===== src/rtl/core/mffd_pkg.sv =====
// Package for the motor feedback frame decoder.
// Holds the shared types, register indexes, status codes and frame constants.
// Depends on nothing; the decoder, register, check and unwrap modules import it.
package mffd_pkg;

  localparam int unsigned ADDR_W = 4;
  localparam int unsigned DATA_W = 32;

  localparam logic [1:0] REG_ENABLE         = 2'd0;
  localparam logic [1:0] REG_MOTOR_ID       = 2'd1;
  localparam logic [1:0] REG_ENCODER_COUNTS = 2'd2;

  localparam logic [28:0] BASE_IDENT  = 29'h200;
  localparam logic [6:0]  FRAME_BYTES = 7'd8;

  localparam logic [16:0] ENCODER_COUNTS_RESET = 17'd8192;
  localparam logic [3:0]  MOTOR_ID_RESET       = 4'd1;

  typedef enum logic [1:0] {
    STATUS_OK        = 2'd0,
    STATUS_DISABLED  = 2'd1,
    STATUS_BAD_IDENT = 2'd2,
    STATUS_MALFORMED = 2'd3
  } status_t;

  typedef struct packed {
    logic        enable;
    logic [3:0]  motor_id;
    logic [16:0] encoder_counts;
  } cfg_t;

  typedef struct packed {
    logic [28:0] frame_ident;
    logic        extended_ident;
    logic        flexible_format;
    logic [6:0]  byte_count;
    logic [63:0] payload;
  } frame_t;

  typedef struct packed {
    status_t            status;
    logic [15:0]        rotor_position;
    logic signed [15:0] speed_rpm;
    logic signed [15:0] current_code;
    logic [7:0]         temperature;
    logic [7:0]         fault_code;
  } decoded_t;

  typedef struct packed {
    decoded_t           fields;
    logic signed [63:0] turn_count;
  } result_t;

endpackage


===== src/rtl/core/mffd_in_if.sv =====
// Input channel of the motor feedback frame decoder: one received bus frame
// per transaction. Depends on nothing.
interface mffd_in_if;
  logic        valid;
  logic        ready;
  logic [28:0] frame_ident;
  logic        extended_ident;
  logic        flexible_format;
  logic [6:0]  byte_count;
  logic [63:0] payload;

  modport source (
    output valid, frame_ident, extended_ident, flexible_format, byte_count, payload,
    input  ready
  );
  modport sink (
    input  valid, frame_ident, extended_ident, flexible_format, byte_count, payload,
    output ready
  );
endinterface


===== src/rtl/core/mffd_out_if.sv =====
// Result channel of the motor feedback frame decoder: one status result per
// transaction. Depends on nothing.
interface mffd_out_if;
  logic               valid;
  logic               ready;
  logic [1:0]         status;
  logic [15:0]        rotor_position;
  logic signed [15:0] speed_rpm;
  logic signed [15:0] current_code;
  logic [7:0]         temperature;
  logic [7:0]         fault_code;
  logic signed [63:0] turn_count;

  modport source (
    output valid, status, rotor_position, speed_rpm, current_code, temperature,
           fault_code, turn_count,
    input  ready
  );
  modport sink (
    input  valid, status, rotor_position, speed_rpm, current_code, temperature,
           fault_code, turn_count,
    output ready
  );
endinterface


===== src/rtl/core/motor_feedback_frame_decoder.sv =====
// Motor feedback frame decoder: checks each received bus frame, unpacks the
// feedback fields and keeps a 64-bit multi-turn rotor count.
// Depends on mffd_pkg, mffd_in_if, mffd_out_if, mffd_cfg_regs,
// mffd_frame_check and mffd_unwrap.
//
// Each frame transaction gives one result transaction through an input register
// and then a result register; a new frame is taken every cycle, and the rate
// is one frame per cycle, held back only by the result sink.
// Rejected frames leave the count untouched and report zero in all fields but
// status. The user must write configuration over the APB port only while no
// frame is in flight; the block itself does not enforce this.
module motor_feedback_frame_decoder
  import mffd_pkg::*;
(
  input  logic              clk,
  input  logic              rst,
  input  logic              psel,
  input  logic              penable,
  input  logic              pwrite,
  input  logic [ADDR_W-1:0] paddr,
  input  logic [DATA_W-1:0] pwdata,
  output logic [DATA_W-1:0] prdata,
  output logic              pready,
  mffd_in_if.sink           frame_in,
  mffd_out_if.source        result_out
);

  cfg_t               cfg;
  frame_t             stage_frame;
  logic               stage_valid;
  logic               stage_move;
  decoded_t           decoded;
  logic               count_update;
  logic signed [63:0] total_next;
  result_t            result;
  logic               result_valid;
  logic               result_load;

  mffd_cfg_regs u_cfg_regs (
    .clk     (clk),
    .rst     (rst),
    .psel    (psel),
    .penable (penable),
    .pwrite  (pwrite),
    .paddr   (paddr),
    .pwdata  (pwdata),
    .prdata  (prdata),
    .pready  (pready),
    .cfg     (cfg)
  );

  assign result_load    = !result_valid || result_out.ready;
  assign stage_move     = stage_valid && result_load;
  assign frame_in.ready = !stage_valid || result_load;

  always_ff @(posedge clk) begin
    if (rst) begin
      stage_valid <= 1'b0;
    end else if (frame_in.ready) begin
      stage_valid <= frame_in.valid;
    end
  end

  always_ff @(posedge clk) begin
    if (frame_in.valid && frame_in.ready) begin
      stage_frame.frame_ident     <= frame_in.frame_ident;
      stage_frame.extended_ident  <= frame_in.extended_ident;
      stage_frame.flexible_format <= frame_in.flexible_format;
      stage_frame.byte_count      <= frame_in.byte_count;
      stage_frame.payload         <= frame_in.payload;
    end
  end

  mffd_frame_check u_frame_check (
    .frame   (stage_frame),
    .cfg     (cfg),
    .decoded (decoded)
  );

  assign count_update = stage_move && (decoded.status == STATUS_OK);

  mffd_unwrap u_unwrap (
    .clk            (clk),
    .rst            (rst),
    .update         (count_update),
    .position       (decoded.rotor_position),
    .encoder_counts (cfg.encoder_counts),
    .total_next     (total_next)
  );

  always_ff @(posedge clk) begin
    if (rst) begin
      result_valid <= 1'b0;
    end else if (result_load) begin
      result_valid <= stage_valid;
    end
  end

  always_ff @(posedge clk) begin
    if (stage_move) begin
      result.fields     <= decoded;
      result.turn_count <= (decoded.status == STATUS_OK) ? total_next : 64'sd0;
    end
  end

  assign result_out.valid          = result_valid;
  assign result_out.status         = result.fields.status;
  assign result_out.rotor_position = result.fields.rotor_position;
  assign result_out.speed_rpm      = result.fields.speed_rpm;
  assign result_out.current_code   = result.fields.current_code;
  assign result_out.temperature    = result.fields.temperature;
  assign result_out.fault_code     = result.fields.fault_code;
  assign result_out.turn_count     = result.turn_count;

  a_rejected_zero: assert property (@(posedge clk) disable iff (rst)
    result_out.valid && (result_out.status != STATUS_OK) |->
      (result_out.turn_count == 64'sd0) && (result_out.rotor_position == 16'd0))
    else $error("Rejected frame result carries non-zero fields.");

  a_ready_when_empty: assert property (@(posedge clk) disable iff (rst)
    !result_valid |-> frame_in.ready)
    else $error("Frame input stalled while the result register is empty.");

  a_position_passes: assert property (@(posedge clk) disable iff (rst)
    count_update |=> result_out.valid &&
      (result_out.rotor_position == $past(stage_frame.payload[63:48])))
    else $error("Accepted frame result lost its rotor position.");

endmodule


===== src/rtl/core/mffd_cfg_regs.sv =====
// APB-style configuration registers of the motor feedback frame decoder.
// Depends on mffd_pkg for the register indexes and the cfg_t type.
module mffd_cfg_regs
  import mffd_pkg::*;
(
  input  logic              clk,
  input  logic              rst,
  input  logic              psel,
  input  logic              penable,
  input  logic              pwrite,
  input  logic [ADDR_W-1:0] paddr,
  input  logic [DATA_W-1:0] pwdata,
  output logic [DATA_W-1:0] prdata,
  output logic              pready,
  output cfg_t              cfg
);

  cfg_t       regs;
  logic       wr_en;
  logic [1:0] reg_index;

  assign pready    = 1'b1;
  assign wr_en     = psel && penable && pwrite;
  assign reg_index = paddr[3:2];
  assign cfg       = regs;

  always_ff @(posedge clk) begin
    if (rst) begin
      regs.enable         <= 1'b0;
      regs.motor_id       <= MOTOR_ID_RESET;
      regs.encoder_counts <= ENCODER_COUNTS_RESET;
    end else if (wr_en) begin
      case (reg_index)
        REG_ENABLE:         regs.enable         <= pwdata[0];
        REG_MOTOR_ID:       regs.motor_id       <= pwdata[3:0];
        REG_ENCODER_COUNTS: regs.encoder_counts <= pwdata[16:0];
        default: ;
      endcase
    end
  end

  always_comb begin
    case (reg_index)
      REG_ENABLE:         prdata = {{(DATA_W-1){1'b0}}, regs.enable};
      REG_MOTOR_ID:       prdata = {{(DATA_W-4){1'b0}}, regs.motor_id};
      REG_ENCODER_COUNTS: prdata = {{(DATA_W-17){1'b0}}, regs.encoder_counts};
      default:            prdata = '0;
    endcase
  end

endmodule


===== src/rtl/core/mffd_frame_check.sv =====
// Frame check and payload unpacking of the motor feedback frame decoder.
// Depends on mffd_pkg for the frame, configuration and decoded types.
module mffd_frame_check
  import mffd_pkg::*;
(
  input  frame_t   frame,
  input  cfg_t     cfg,
  output decoded_t decoded
);

  logic [28:0] expected_ident;

  assign expected_ident = BASE_IDENT + {25'd0, cfg.motor_id};

  always_comb begin
    decoded = '0;
    if (!cfg.enable) begin
      decoded.status = STATUS_DISABLED;
    end else if (frame.frame_ident != expected_ident) begin
      decoded.status = STATUS_BAD_IDENT;
    end else if (frame.extended_ident || frame.flexible_format ||
                 frame.byte_count != FRAME_BYTES) begin
      decoded.status = STATUS_MALFORMED;
    end else begin
      decoded.status         = STATUS_OK;
      decoded.rotor_position = frame.payload[63:48];
      decoded.speed_rpm      = frame.payload[47:32];
      decoded.current_code   = frame.payload[31:16];
      decoded.temperature    = frame.payload[15:8];
      decoded.fault_code     = frame.payload[7:0];
    end
  end

endmodule


===== src/rtl/core/mffd_unwrap.sv =====
// Multi-turn unwrap of the rotor position: holds the last position and the
// 64-bit turn count. Depends on mffd_pkg.
module mffd_unwrap
  import mffd_pkg::*;
(
  input  logic               clk,
  input  logic               rst,
  input  logic               update,
  input  logic [15:0]        position,
  input  logic [16:0]        encoder_counts,
  output logic signed [63:0] total_next
);

  logic               seen_first;
  logic [15:0]        last_position;
  logic signed [63:0] total_count;

  logic signed [17:0] delta;
  logic signed [17:0] half;
  logic signed [18:0] delta_wide;
  logic signed [18:0] counts_wide;
  logic signed [18:0] step;

  assign delta       = $signed({2'b00, position}) - $signed({2'b00, last_position});
  assign half        = $signed({2'b00, encoder_counts[16:1]});
  assign delta_wide  = {delta[17], delta};
  assign counts_wide = $signed({2'b00, encoder_counts});

  always_comb begin
    if (delta > half) begin
      step = delta_wide - counts_wide;
    end else if (delta < -half) begin
      step = delta_wide + counts_wide;
    end else begin
      step = delta_wide;
    end
    if (!seen_first) begin
      total_next = $signed({48'd0, position});
    end else begin
      total_next = total_count + {{45{step[18]}}, step};
    end
  end

  always_ff @(posedge clk) begin
    if (rst) begin
      seen_first    <= 1'b0;
      last_position <= '0;
      total_count   <= '0;
    end else if (update) begin
      seen_first    <= 1'b1;
      last_position <= position;
      total_count   <= total_next;
    end
  end

endmodule

===== src/flat_wrapper.sv =====
// flat-port wrapper written by rule: the top's interface ports become plain ports
module motor_feedback_frame_decoder_flat import mffd_pkg::*;
  (clk, rst, psel, penable, pwrite, paddr, pwdata, prdata, pready, frame_in_valid, frame_in_frame_ident, frame_in_extended_ident, frame_in_flexible_format, frame_in_byte_count, frame_in_payload, frame_in_ready, result_out_valid, result_out_status, result_out_rotor_position, result_out_speed_rpm, result_out_current_code, result_out_temperature, result_out_fault_code, result_out_turn_count, result_out_ready);
  mffd_in_if frame_in_i ();
  mffd_out_if result_out_i ();
  input  logic clk;
  input  logic rst;
  input  logic psel;
  input  logic penable;
  input  logic pwrite;
  input  logic [ADDR_W-1:0] paddr;
  input  logic [DATA_W-1:0] pwdata;
  output logic [DATA_W-1:0] prdata;
  output logic pready;
  input wire logic [$bits(frame_in_i.valid)-1:0] frame_in_valid;
  input wire logic [$bits(frame_in_i.frame_ident)-1:0] frame_in_frame_ident;
  input wire logic [$bits(frame_in_i.extended_ident)-1:0] frame_in_extended_ident;
  input wire logic [$bits(frame_in_i.flexible_format)-1:0] frame_in_flexible_format;
  input wire logic [$bits(frame_in_i.byte_count)-1:0] frame_in_byte_count;
  input wire logic [$bits(frame_in_i.payload)-1:0] frame_in_payload;
  output wire logic [$bits(frame_in_i.ready)-1:0] frame_in_ready;
  output wire logic [$bits(result_out_i.valid)-1:0] result_out_valid;
  output wire logic [$bits(result_out_i.status)-1:0] result_out_status;
  output wire logic [$bits(result_out_i.rotor_position)-1:0] result_out_rotor_position;
  output wire logic [$bits(result_out_i.speed_rpm)-1:0] result_out_speed_rpm;
  output wire logic [$bits(result_out_i.current_code)-1:0] result_out_current_code;
  output wire logic [$bits(result_out_i.temperature)-1:0] result_out_temperature;
  output wire logic [$bits(result_out_i.fault_code)-1:0] result_out_fault_code;
  output wire logic [$bits(result_out_i.turn_count)-1:0] result_out_turn_count;
  input wire logic [$bits(result_out_i.ready)-1:0] result_out_ready;
  assign frame_in_i.valid = frame_in_valid;
  assign frame_in_i.frame_ident = frame_in_frame_ident;
  assign frame_in_i.extended_ident = frame_in_extended_ident;
  assign frame_in_i.flexible_format = frame_in_flexible_format;
  assign frame_in_i.byte_count = frame_in_byte_count;
  assign frame_in_i.payload = frame_in_payload;
  assign frame_in_ready = frame_in_i.ready;
  assign result_out_valid = result_out_i.valid;
  assign result_out_status = result_out_i.status;
  assign result_out_rotor_position = result_out_i.rotor_position;
  assign result_out_speed_rpm = result_out_i.speed_rpm;
  assign result_out_current_code = result_out_i.current_code;
  assign result_out_temperature = result_out_i.temperature;
  assign result_out_fault_code = result_out_i.fault_code;
  assign result_out_turn_count = result_out_i.turn_count;
  assign result_out_i.ready = result_out_ready;
  motor_feedback_frame_decoder u_core (.clk(clk), .rst(rst), .psel(psel), .penable(penable), .pwrite(pwrite), .paddr(paddr), .pwdata(pwdata), .prdata(prdata), .pready(pready), .frame_in(frame_in_i), .result_out(result_out_i));
endmodule

===== config.mk =====
export PLATFORM = sky130hd
export DESIGN_NAME = motor_feedback_frame_decoder_flat
export DESIGN_NICKNAME = d
export VERILOG_FILES = /design/src/rtl/core/mffd_pkg.sv /design/src/rtl/core/mffd_in_if.sv /design/src/rtl/core/mffd_out_if.sv /design/src/rtl/core/motor_feedback_frame_decoder.sv /design/src/rtl/core/mffd_cfg_regs.sv /design/src/rtl/core/mffd_frame_check.sv /design/src/rtl/core/mffd_unwrap.sv /design/src/flat_wrapper.sv
export SDC_FILE = /design/constraint.sdc
export NUM_CORES = 1
export LEC_CHECK = 0
export ABC_AREA = 1
export BUFFER_PORTS_ARGS = -buffer_cell sky130_fd_sc_hd__buf_4
export CELL_PAD_IN_SITES_DETAIL_PLACEMENT = 0
export CELL_PAD_IN_SITES_GLOBAL_PLACEMENT = 2
export CORE_ASPECT_RATIO = 0.6
export CORE_MARGIN = 2
export CORE_UTILIZATION = 37
export CTS_CLUSTER_SIZE = 16
export DETAILED_ROUTE_END_ITERATION = 8
export PLACE_DENSITY_LB_ADDON = 0.1
export SETUP_SLACK_MARGIN = 0.02
export SYNTH_ARGS = -nofsm -noshare
export SYNTH_HDL_FRONTEND = slang
export SYNTH_SLANG_ARGS = --single-unit

===== constraint.sdc =====
create_clock -name clk -period 13.4 [get_ports clk]
set_input_delay 1.34 -clock clk [delete_from_list [all_inputs] [get_ports clk]]
set_output_delay 1.34 -clock clk [all_outputs]
set_load 0.01 [all_outputs]

### Word-level counts from Yosys, hierarchy flattened

Cells that the tools add are included.

* register bits: 337
* bits in latches: 0
* RAM bits: 0
* bits in read-only memories: 0
* input bits: 145
* output and inout bits: 165
* logic and storage cells: 60
* memories: 0

* add/sub/neg operators: 6
* $mul: 0
* divide/modulo/power cells: 0
* magnitude comparators: 2
* eq/ne operators: 4
* shift operators: 0
* multiplexer cells: 10
* bitwise logic cells: 1
* reductions and logical operators: 17

Operator list (number)
* two-way mux 64 bit: 4
* adder 64 bit: 1
* one-hot mux 17 bit (3 select lines): 1
* two-way mux 19 bit: 2
* inequality test 29 bit: 1
* adder 17 x 18 -> 19 bit: 1
* subtractor 17 x 18 -> 19 bit: 1
* < comparator 17 x 18 -> 1 bit: 1
* negation 16 -> 18 bit: 1
* > comparator 17 bit: 1
* subtractor 16 x 16 -> 17 bit: 1
* adder 10 x 4 -> 11 bit, first input constant: 1
* inequality test 7 x 4 -> 1 bit, second input constant: 1
* two-way mux 2 bit: 3
* AND reduction 2 bit: 3
* logical AND 1 bit: 5
* zero test 2 bit: 2
* logical OR 1 bit: 4
* OR reduction 3 bit: 1
* equality test 2 x 1 -> 1 bit, second input constant: 1
* equality test 2 bit, second input constant: 1
* zero test 1 bit: 2
* NOT 1 bit: 1

### Logic depth before layout (Yosys ltp)

Gate-level depths: netlist (run 1).

* word-level depth: 11
* mapped depth: 52
* gate-level depth less buffers: 52

### Modules after synthesis

A second synthesis (run 1) with hierarchy kept.

* cells, all modules: 2721
* area, all modules: 21839.7 sq um

Modules (own cells, without submodules)
* mffd_unwrap: times used 1, cells each 1908, area each 11685.0 sq um, sequential area each 1621.6 sq um
* motor_feedback_frame_decoder: times used 1, cells each 382, area each 8032.7 sq um, sequential area each 7006.7 sq um
* mffd_cfg_regs: times used 1, cells each 203, area each 1237.4 sq um, sequential area each 440.4 sq um
* mffd_frame_check: times used 1, cells each 228, area each 884.6 sq um, sequential area each 0.0 sq um

### Worst setup path before layout (run 1)

Ideal clock, no wire load.

* path kind: reg-to-reg
* from: register u_core.stage_frame[74] (netlist bit)
* to: register, netlist name u_core.result_out.turn_count[42]
* setup time: 266 ps
* arrival: 6783 ps
* required time: 13134 ps
* slack: 6351 ps
* cell stages (with the launch flop): 39
* path buffers: 1
* period minus slack after synthesis: 7049 ps
* cell sequence: edfxtp_1 -> xor2_1 -> or3b_1 -> nor4_2 -> nand2_2 -> buf_4 -> nor2_1 -> ha_1 -> nand4_1 -> or2_0 -> nand2_1 -> a31oi_1 -> o21ai_0 -> nand3_1 -> nand2_1 -> xor2_1 -> ha_1 -> inv_1 -> (+3 left out) -> a21oi_1 -> a211oi_1 -> nand3_1 -> xor2_1 -> nand3_1 -> nand3_2 -> nand2_2 -> ha_1 -> nand2_1 -> nor2_1 -> nand2_1 -> o21ai_2 -> a21oi_1 -> o21ai_1 -> a21oi_1 -> or2_2 -> nand3_1 -> nor2_1

RTL lines
* start, declared: line motor_feedback_frame_decoder.sv:29 `frame_t stage_frame;`

==> out/qor.yml, run 1 <==
fin_tns_setup_ns: 0
clock-sinks: 337
areaGrowthSynthToFinish_pct: 19.4
critPathMaxFanout: 47
worstMarginPinSlew_ns: 1.07
drive_gt1_share_pct: 15.8
num_rows: 66
finalCriticalPeriod_ns: 10.62
hold_viol_final: 0
drv_slew: 0
multiInputGateArea_um2: 9330
grt_pass1_vias: 15625
rsz0062_at_grt: "no"
core_um2: 53800
grt_max_degree: 86
irDropWorstVdd_mv: 0.0989
grt_pass1_wl_mm: 93.4
syn_inst: 2374
ctsResizeCount: 0
dpl_cell_area_um2: 22700
ys_seq_area_share_pct: 45.2
path_class: "reg -> reg"
hp-start: "u_core.u_unwrap.last_position[5]$_SDFFE_PP0P_"
max_slew_margin_pct: 28.5
critical_path_required_ns: 13.68
async_flop_share_pct: 0
ys_ff_latch: 337
cpMaxStageDelayCell: "o21ai_0"
place_congestion: 0.937
hold_end: "u_core.u_unwrap.last_position[5]$_SDFFE_PP0P_"
grt_overflow_total: 0
clk_latency_ns: 0.57
clockBufferDepth: 3
synth.cell_area_um2: 20100
detail_route.wl_per_cell_um: 18.3
setup_viol: 0
ff_latch_area_um2: 9070
rr_startpoint: "u_core.stage_frame[94]$_DFFE_PP_"
synth_ff_type: "edfxtp_1"
routed_via_density: 5.02
port_buffers: 276
die_area_um2: 56200
hold_depth: 2
antenna_violating_nets_post_route: 0
initial_core_util_pct: 37.3
dr.first_iter.drc_count: 1280
cts_tree: "built"
maxCapViolCount: 0
powerDensity_nw_per_um2: 98.7
die_h_um: 184
worst_ep_arrival_time_ns: 10.89
leakage_nw: 10.8
hold_class: "reg -> reg"
startpoint_type: "flop"
cts-root-buf: "clkbuf_16"
syn_avg_cell_area_um2: 8.45
firstDrtPassIters: 5
cts_buffers: 36
post-cts-setup-buffer-count: 0
layout_commonest_cell: "inv_1"
cpMostUsedCell: "nand2_1"
via_count: 16928
timing.rr.end: "u_core.result_out.turn_count[58]$_SDFFCE_PN0P_"
yosysWarningCount: 0
fmax_ghz: 0.0942
fin_crit_sh_pct: 79.2
status: "finished clean"
grtUsageTotal_pct: 21.5
reg2regPathDepth: 44
yosysUniqueCellTypes: 58
hpwl_mm: 48.2
crit_path_end_kind: "flop"
wl_mm: 61.7
final_util_pct: 44.5
final_cell_area_um2: 24000
synth_edf_count: 232
drcViolationCount: 0
holdBufCountCts: 0
cpPeakStageDelay_ns: 0.70
final_nets: 2933
final_cell_mix: "336 x inv_1, 310 x nor2_1, 289 x a21oi_1, 283 x buf_4, 274 x nand2_1"
clk_pin_slew_ns: 0.06
die_x_um: 305
n_fill_cell: 5345
antenna_found_initial: 2
r2r_setup_slack_ns: 2.78
pin_count: 310
fin_skew_ns: 0.0309
htreeDepth: 2
cells by family after synthesis:
family	after synthesis	synth area share [%]
AND/OR/NAND/NOR	753	16.0
adder cells (fa/ha/maj)	160	10.1
flip-flops	337	45.2
buffers and inverters	431	8.61
XOR/XNOR	65	2.84
AO/OA/AOI/OAI	624	17.1
other	2	0.0374
multiplexers	2	0.0998
through the flow:
stage	instances	setup slack, ns	total power, mW	hold slack (ns)
after floorplan	2388	6.35	1.28	0.435
after global placement	3304	3.18	1.35	0.449
after detailed placement	3304	3.05	1.36	0.457
after CTS	3370	3.00	2.40	0.466
after global routing	3372	2.12	2.46	0.499
final	3372	2.78	2.37	0.467
routing by layer:
layer	up-vias	routed length (um)	GRT usage, %
li1	8526	-	-
met1	7927	33700	35.0
met2	428	23200	28.7
met3	47	4140	4.44
met4	0	674	3.35
met5	-	0	0
cell usage after synthesis, types with 7 or more instances:
master / number / area [um^2]
inv_1: 339 / 1270
clkbuf_1: 33 / 124
nor2_2: 9 / 56.3
buf_4: 20 / 150
o21ai_2: 10 / 87.6
nand4_1: 14 / 87.6
a21o_1: 9 / 67.6
nor3_1: 21 / 105
dfxtp_1: 105 / 2100
inv_2: 10 / 37.5
o21ai_1: 22 / 110
nand2_2: 7 / 43.8
ha_1: 156 / 1950
edfxtp_1: 232 / 6970
or2_2: 13 / 81.3
xor2_1: 55 / 482
o211ai_1: 12 / 90.1
nor4_1: 19 / 119
nand2_1: 274 / 1030
nor2_1: 310 / 1160
a31oi_1: 23 / 144
buf_2: 23 / 115
xnor2_1: 10 / 87.6
a21oi_1: 289 / 1450
nand3_1: 64 / 320
o21a_1: 12 / 90.1
o21ai_0: 208 / 1040
worst max-delay path: cells and delay by family, from the launching register on:
family                   cells  cell delay (ns)
AND/OR/NAND/NOR             25             4.60
flip-flops                   1             0.36
XOR/XNOR                     1             0.64
AO/OA/AOI/OAI               12             2.76
buffers and inverters        3             0.79
adder cells (fa/ha/maj)      3             1.12
how the worst max path moves through the flow:
| stage | slack [ns] | endpoint | from | cells after the start |
|---|---|---|---|---|
| 2_1_floorplan | 6.35 | u_core.result_out.turn_count[42]$_SDFFCE_PN0P_ | u_core.stage_frame[74]$_DFFE_PP_ | 38 |
| 3_3_place_gp | 3.18 | u_core.result_out.turn_count[58]$_SDFFCE_PN0P_ | u_core.stage_frame[90]$_DFFE_PP_ | 46 |
| 3_5_place_dp | 3.05 | u_core.result_out.turn_count[58]$_SDFFCE_PN0P_ | u_core.stage_frame[90]$_DFFE_PP_ | 44 |
| 4_1_cts | 3.00 | u_core.result_out.turn_count[58]$_SDFFCE_PN0P_ | u_core.stage_frame[90]$_DFFE_PP_ | 44 |
| 5_1_grt | 2.12 | u_core.result_out.turn_count[58]$_SDFFCE_PN0P_ | u_core.stage_frame[94]$_DFFE_PP_ | 46 |
| 6_report | 2.78 | u_core.result_out.turn_count[58]$_SDFFCE_PN0P_ | u_core.stage_frame[94]$_DFFE_PP_ | 44 |
state kept, by name, indices dropped and copies added, names as in the netlist:
name                              flops
u_core.stage_frame                  102
u_core.result_out.turn_count         64
u_core.u_unwrap.total_count          64
u_core.u_cfg_regs.cfg                22
u_core.result_out.current_code       16
u_core.result_out.rotor_position     16
u_core.result_out.speed_rpm          16
u_core.u_unwrap.last_position        16
u_core.result_out.fault_code          8
u_core.result_out.temperature         8
u_core.result_out.status              2
u_core.result_out.valid               1
u_core.stage_valid                    1
u_core.u_unwrap.seen_first            1
final cells by class:
type	instances	area share (%)
multi-input cells	1620	38.9
flip-flops and latches	337	37.9
repair buffers	283	8.87
inverters	350	5.54
clock buffers	49	4.13
well taps	714	3.73
clock inverters	17	0.945
diodes	2	0.0209
report_power, final:
group	switching (mW)	internal (mW)	total, mW
combinational	0.100	0.0704	0.171
clock	0.447	0.586	1.03
sequential	0.0136	1.15	1.16
(Power assumes the default switching activity.)
==> inputs of run 2 (changes only) <==
--- a/config.mk
+++ b/config.mk
@@ -11,7 +11,7 @@
 export CELL_PAD_IN_SITES_GLOBAL_PLACEMENT = 2
 export CORE_ASPECT_RATIO = 0.6
 export CORE_MARGIN = 2
-export CORE_UTILIZATION = 37
+export CORE_UTILIZATION = 31
 export CTS_CLUSTER_SIZE = 16
 export DETAILED_ROUTE_END_ITERATION = 8
 export PLACE_DENSITY_LB_ADDON = 0.1
==> constraint.sdc (replaced) <==
create_clock -name clk -period 9.1 [get_ports clk]
set_input_delay 0.91 -clock clk [delete_from_list [all_inputs] [get_ports clk]]
set_output_delay 0.91 -clock clk [all_outputs]
set_load 0.01 [all_outputs]
==> run 2 against run 1 <==
Via count grew 5.2%; routed wire length rose by 8.0%; die area grew 19%; fmax increased by 26%; clock-buffer cell count decreased by 6; flip-flop and latch count unchanged; combinational power grew 56%; final cell count up 13%.
==> out/qor.yml, run 2 (synthesized netlist as in run 1, its figures left out) <==
status: "finished clean"
fin_cells: 3809  # +13%
grtUsageTotal_pct: 20.0  # -1.5 points
path_class: "reg -> reg"
wl_mm: 66.7  # +8.0%
cts_buffers: 37  # +2.8%
htreeDepth: 2  # unchanged
top_regs: "u_core.stage_frame: 102 flops, u_core.result_out.turn_count: 64 flops, u_core.u_unwrap.total_count: 64 flops"
die_h_um: 201  # +9.0%
finalCriticalPeriod_ns: 8.42  # -2.20 ns
firstDrtPassIters: 5  # unchanged
switching_share_pct: 24.4  # +0.73 points
hold_class: "reg -> reg"
top_register: "u_core.stage_frame"
n_fill_cell: 6586  # +23%
cpMostUsedCell: "nand2_1"
max_slew_margin_pct: 34.2  # +5.7 points
place_congestion: 0.868  # -7.4%
worstMarginPinSlew_ns: 0.987  # -0.0861 ns
dpl_cell_area_um2: 25200  # +11%
core_um2: 64200  # +19%
power.total_mw: 3.60  # +52%
cts_tree: "built"
pin_count: 310  # unchanged
grt_pass1_vias: 17331  # +11%
dpl.cell_count: 3740  # +13%
setup_viol: 0  # unchanged
maxCapViolCount: 0  # unchanged
areaGrowthSynthToFinish_pct: 32.1
clock-sinks: 337  # unchanged
drcViolationCount: 0  # unchanged
grt_max_degree: 92  # +7.0%
powerDensity_nw_per_um2: 136  # +38%
critical_path_required_ns: 9.41  # -4.27 ns
dr.first_iter.drc_count: 1157  # -9.6%
routed_via_density: 4.68  # -6.9%
ctsResizeCount: 0  # unchanged
grt_pass1_wl_mm: 103  # +11%
detail_route.wl_per_cell_um: 17.5  # -4.4%
cpPeakStageDelay_ns: 0.41  # -0.29 ns
drv_slew: 0  # unchanged
hold_viol_final: 0  # unchanged
worst_ep_arrival_time_ns: 8.72  # -2.17 ns
rsz0062_at_grt: "no"
layout_commonest_cell: "buf_4"
holdWs_ns: 0.466  # -0.000910 ns
cts-root-buf: "clkbuf_16"
die_area_um2: 66800  # +19%
post-cts-setup-buffer-count: 0  # unchanged
cpMaxStageDelayCell: "edfxtp_1"
drive_gt1_share_pct: 24.7  # +8.9 points
fin_crit_sh_pct: 92.5  # +13 points
pwr-share-clk_pct: 45.1  # +1.5 points
initial_core_util_pct: 31.2  # -6.0 points
fin_skew_ns: 0.0361  # +0.00516 ns
antenna_violating_nets_post_route: 0  # unchanged
antenna_found_initial: 0  # -2
power.switching_mw: 0.879  # +57%
final_cell_mix: "581 x buf_4, 336 x inv_1, 310 x nor2_1, 289 x a21oi_1, 274 x nand2_1"
comb_power_share_pct: 7.4  # +0.2 points
irDropWorstVdd_mv: 0.135  # +36%
clockBufferDepth: 3  # unchanged
via_count: 17808  # +5.2%
clk_latency_ns: 0.59  # +0.02 ns
fin_tns_setup_ns: 0  # unchanged
p_int_mw: 2.72  # +51%
largest_reg_flops: 102  # unchanged
num_rows: 72  # +9.1%
die_x_um: 332  # +9.1%
startpoint_type: "flop"
final_nets: 3233  # +10%
critPathMaxFanout: 16  # -66%
final_cell_area_um2: 26500  # +11%
crit_path_end_kind: "flop"
clk_pin_slew_ns: 0.07  # about the same
leakage_nw: 12.3  # +14%
holdBufCountCts: 0  # unchanged
port_buffers: 276  # unchanged
hpwl_mm: 52.6  # +9.2%
p_seq_share_pct: 47.5  # -1.6 points
grt_overflow_total: 0  # unchanged
fmax_ghz: 0.119  # +26%
[run 2: final timing paths]
check                           cells after the start                                             end                                      startpoint  slack, ns
worst min-delay path                                2  u_core.u_unwrap.last_position[13]$_SDFFE_PP0P_  u_core.u_unwrap.last_position[13]$_SDFFE_PP0P_       0.47
worst max register to register                     46  u_core.result_out.turn_count[42]$_SDFFCE_PN0P_               u_core.stage_frame[101]$_DFFE_PP_       0.68
worst max-delay path                               46  u_core.result_out.turn_count[42]$_SDFFCE_PN0P_               u_core.stage_frame[101]$_DFFE_PP_       0.68
worst min register to register                      2  u_core.u_unwrap.last_position[13]$_SDFFE_PP0P_  u_core.u_unwrap.last_position[13]$_SDFFE_PP0P_       0.47
[run 2: stage by stage]
stage               setup WS [ns]  util [%]
finish                      0.685      41.3
global route               0.0535      41.3
CTS                         0.310      41.2
detailed placement          0.385      39.2
global placement            0.516      39.2
floorplan                    2.05         -
[run 2: final cells by class]
type	instances	area [um^2]	share of cell area [%]
multi-input cells	1620	9370	35.3
flip-flops and latches	337	9070	34.2
repair buffers	582	4380	16.5
inverters	350	1330	5.01
well taps	851	1060	4.02
clock buffers	43	990	3.73
clock inverters	25	303	1.14
diodes	1	2.50	0.00944
[run 2: power by group through the flow]
| stage | Sequential (mW) | Clock, mW | Combinational (mW) |
|---|---|---|---|
| global placement | 1.74 | 0 | 0.266 |
| global route | 1.72 | 1.73 | 0.296 |
| floorplan | 1.76 | 0 | 0.121 |
| finish | 1.71 | 1.62 | 0.267 |
| CTS | 1.71 | 1.68 | 0.269 |
| detailed placement | 1.74 | 0 | 0.268 |
[run 2: metal layers]
metal / vias up / track usage (%) / share of wire [%]
li1: 9129 / - / -
met1: 8220 / 32.0 / 55
met2: 399 / 25.8 / 36
met3: 60 / 5.60 / 7.5
met4: 0 / 3.86 / 1.5
met5: - / 0 / 0
[run 2: worst max-delay path: cells and delay by family (launching register included)]
| kind | cells | cell delay (ns) |
|---|---|---|
| xor gates and xnor gates | 1 | 0.17 |
| and+or+nand+nor | 26 | 3.68 |
| DFF | 1 | 0.41 |
| buffers and inverters | 3 | 0.29 |
| adders and majority gates | 4 | 1.29 |
| AOI/OAI and AO/OA | 12 | 2.25 |
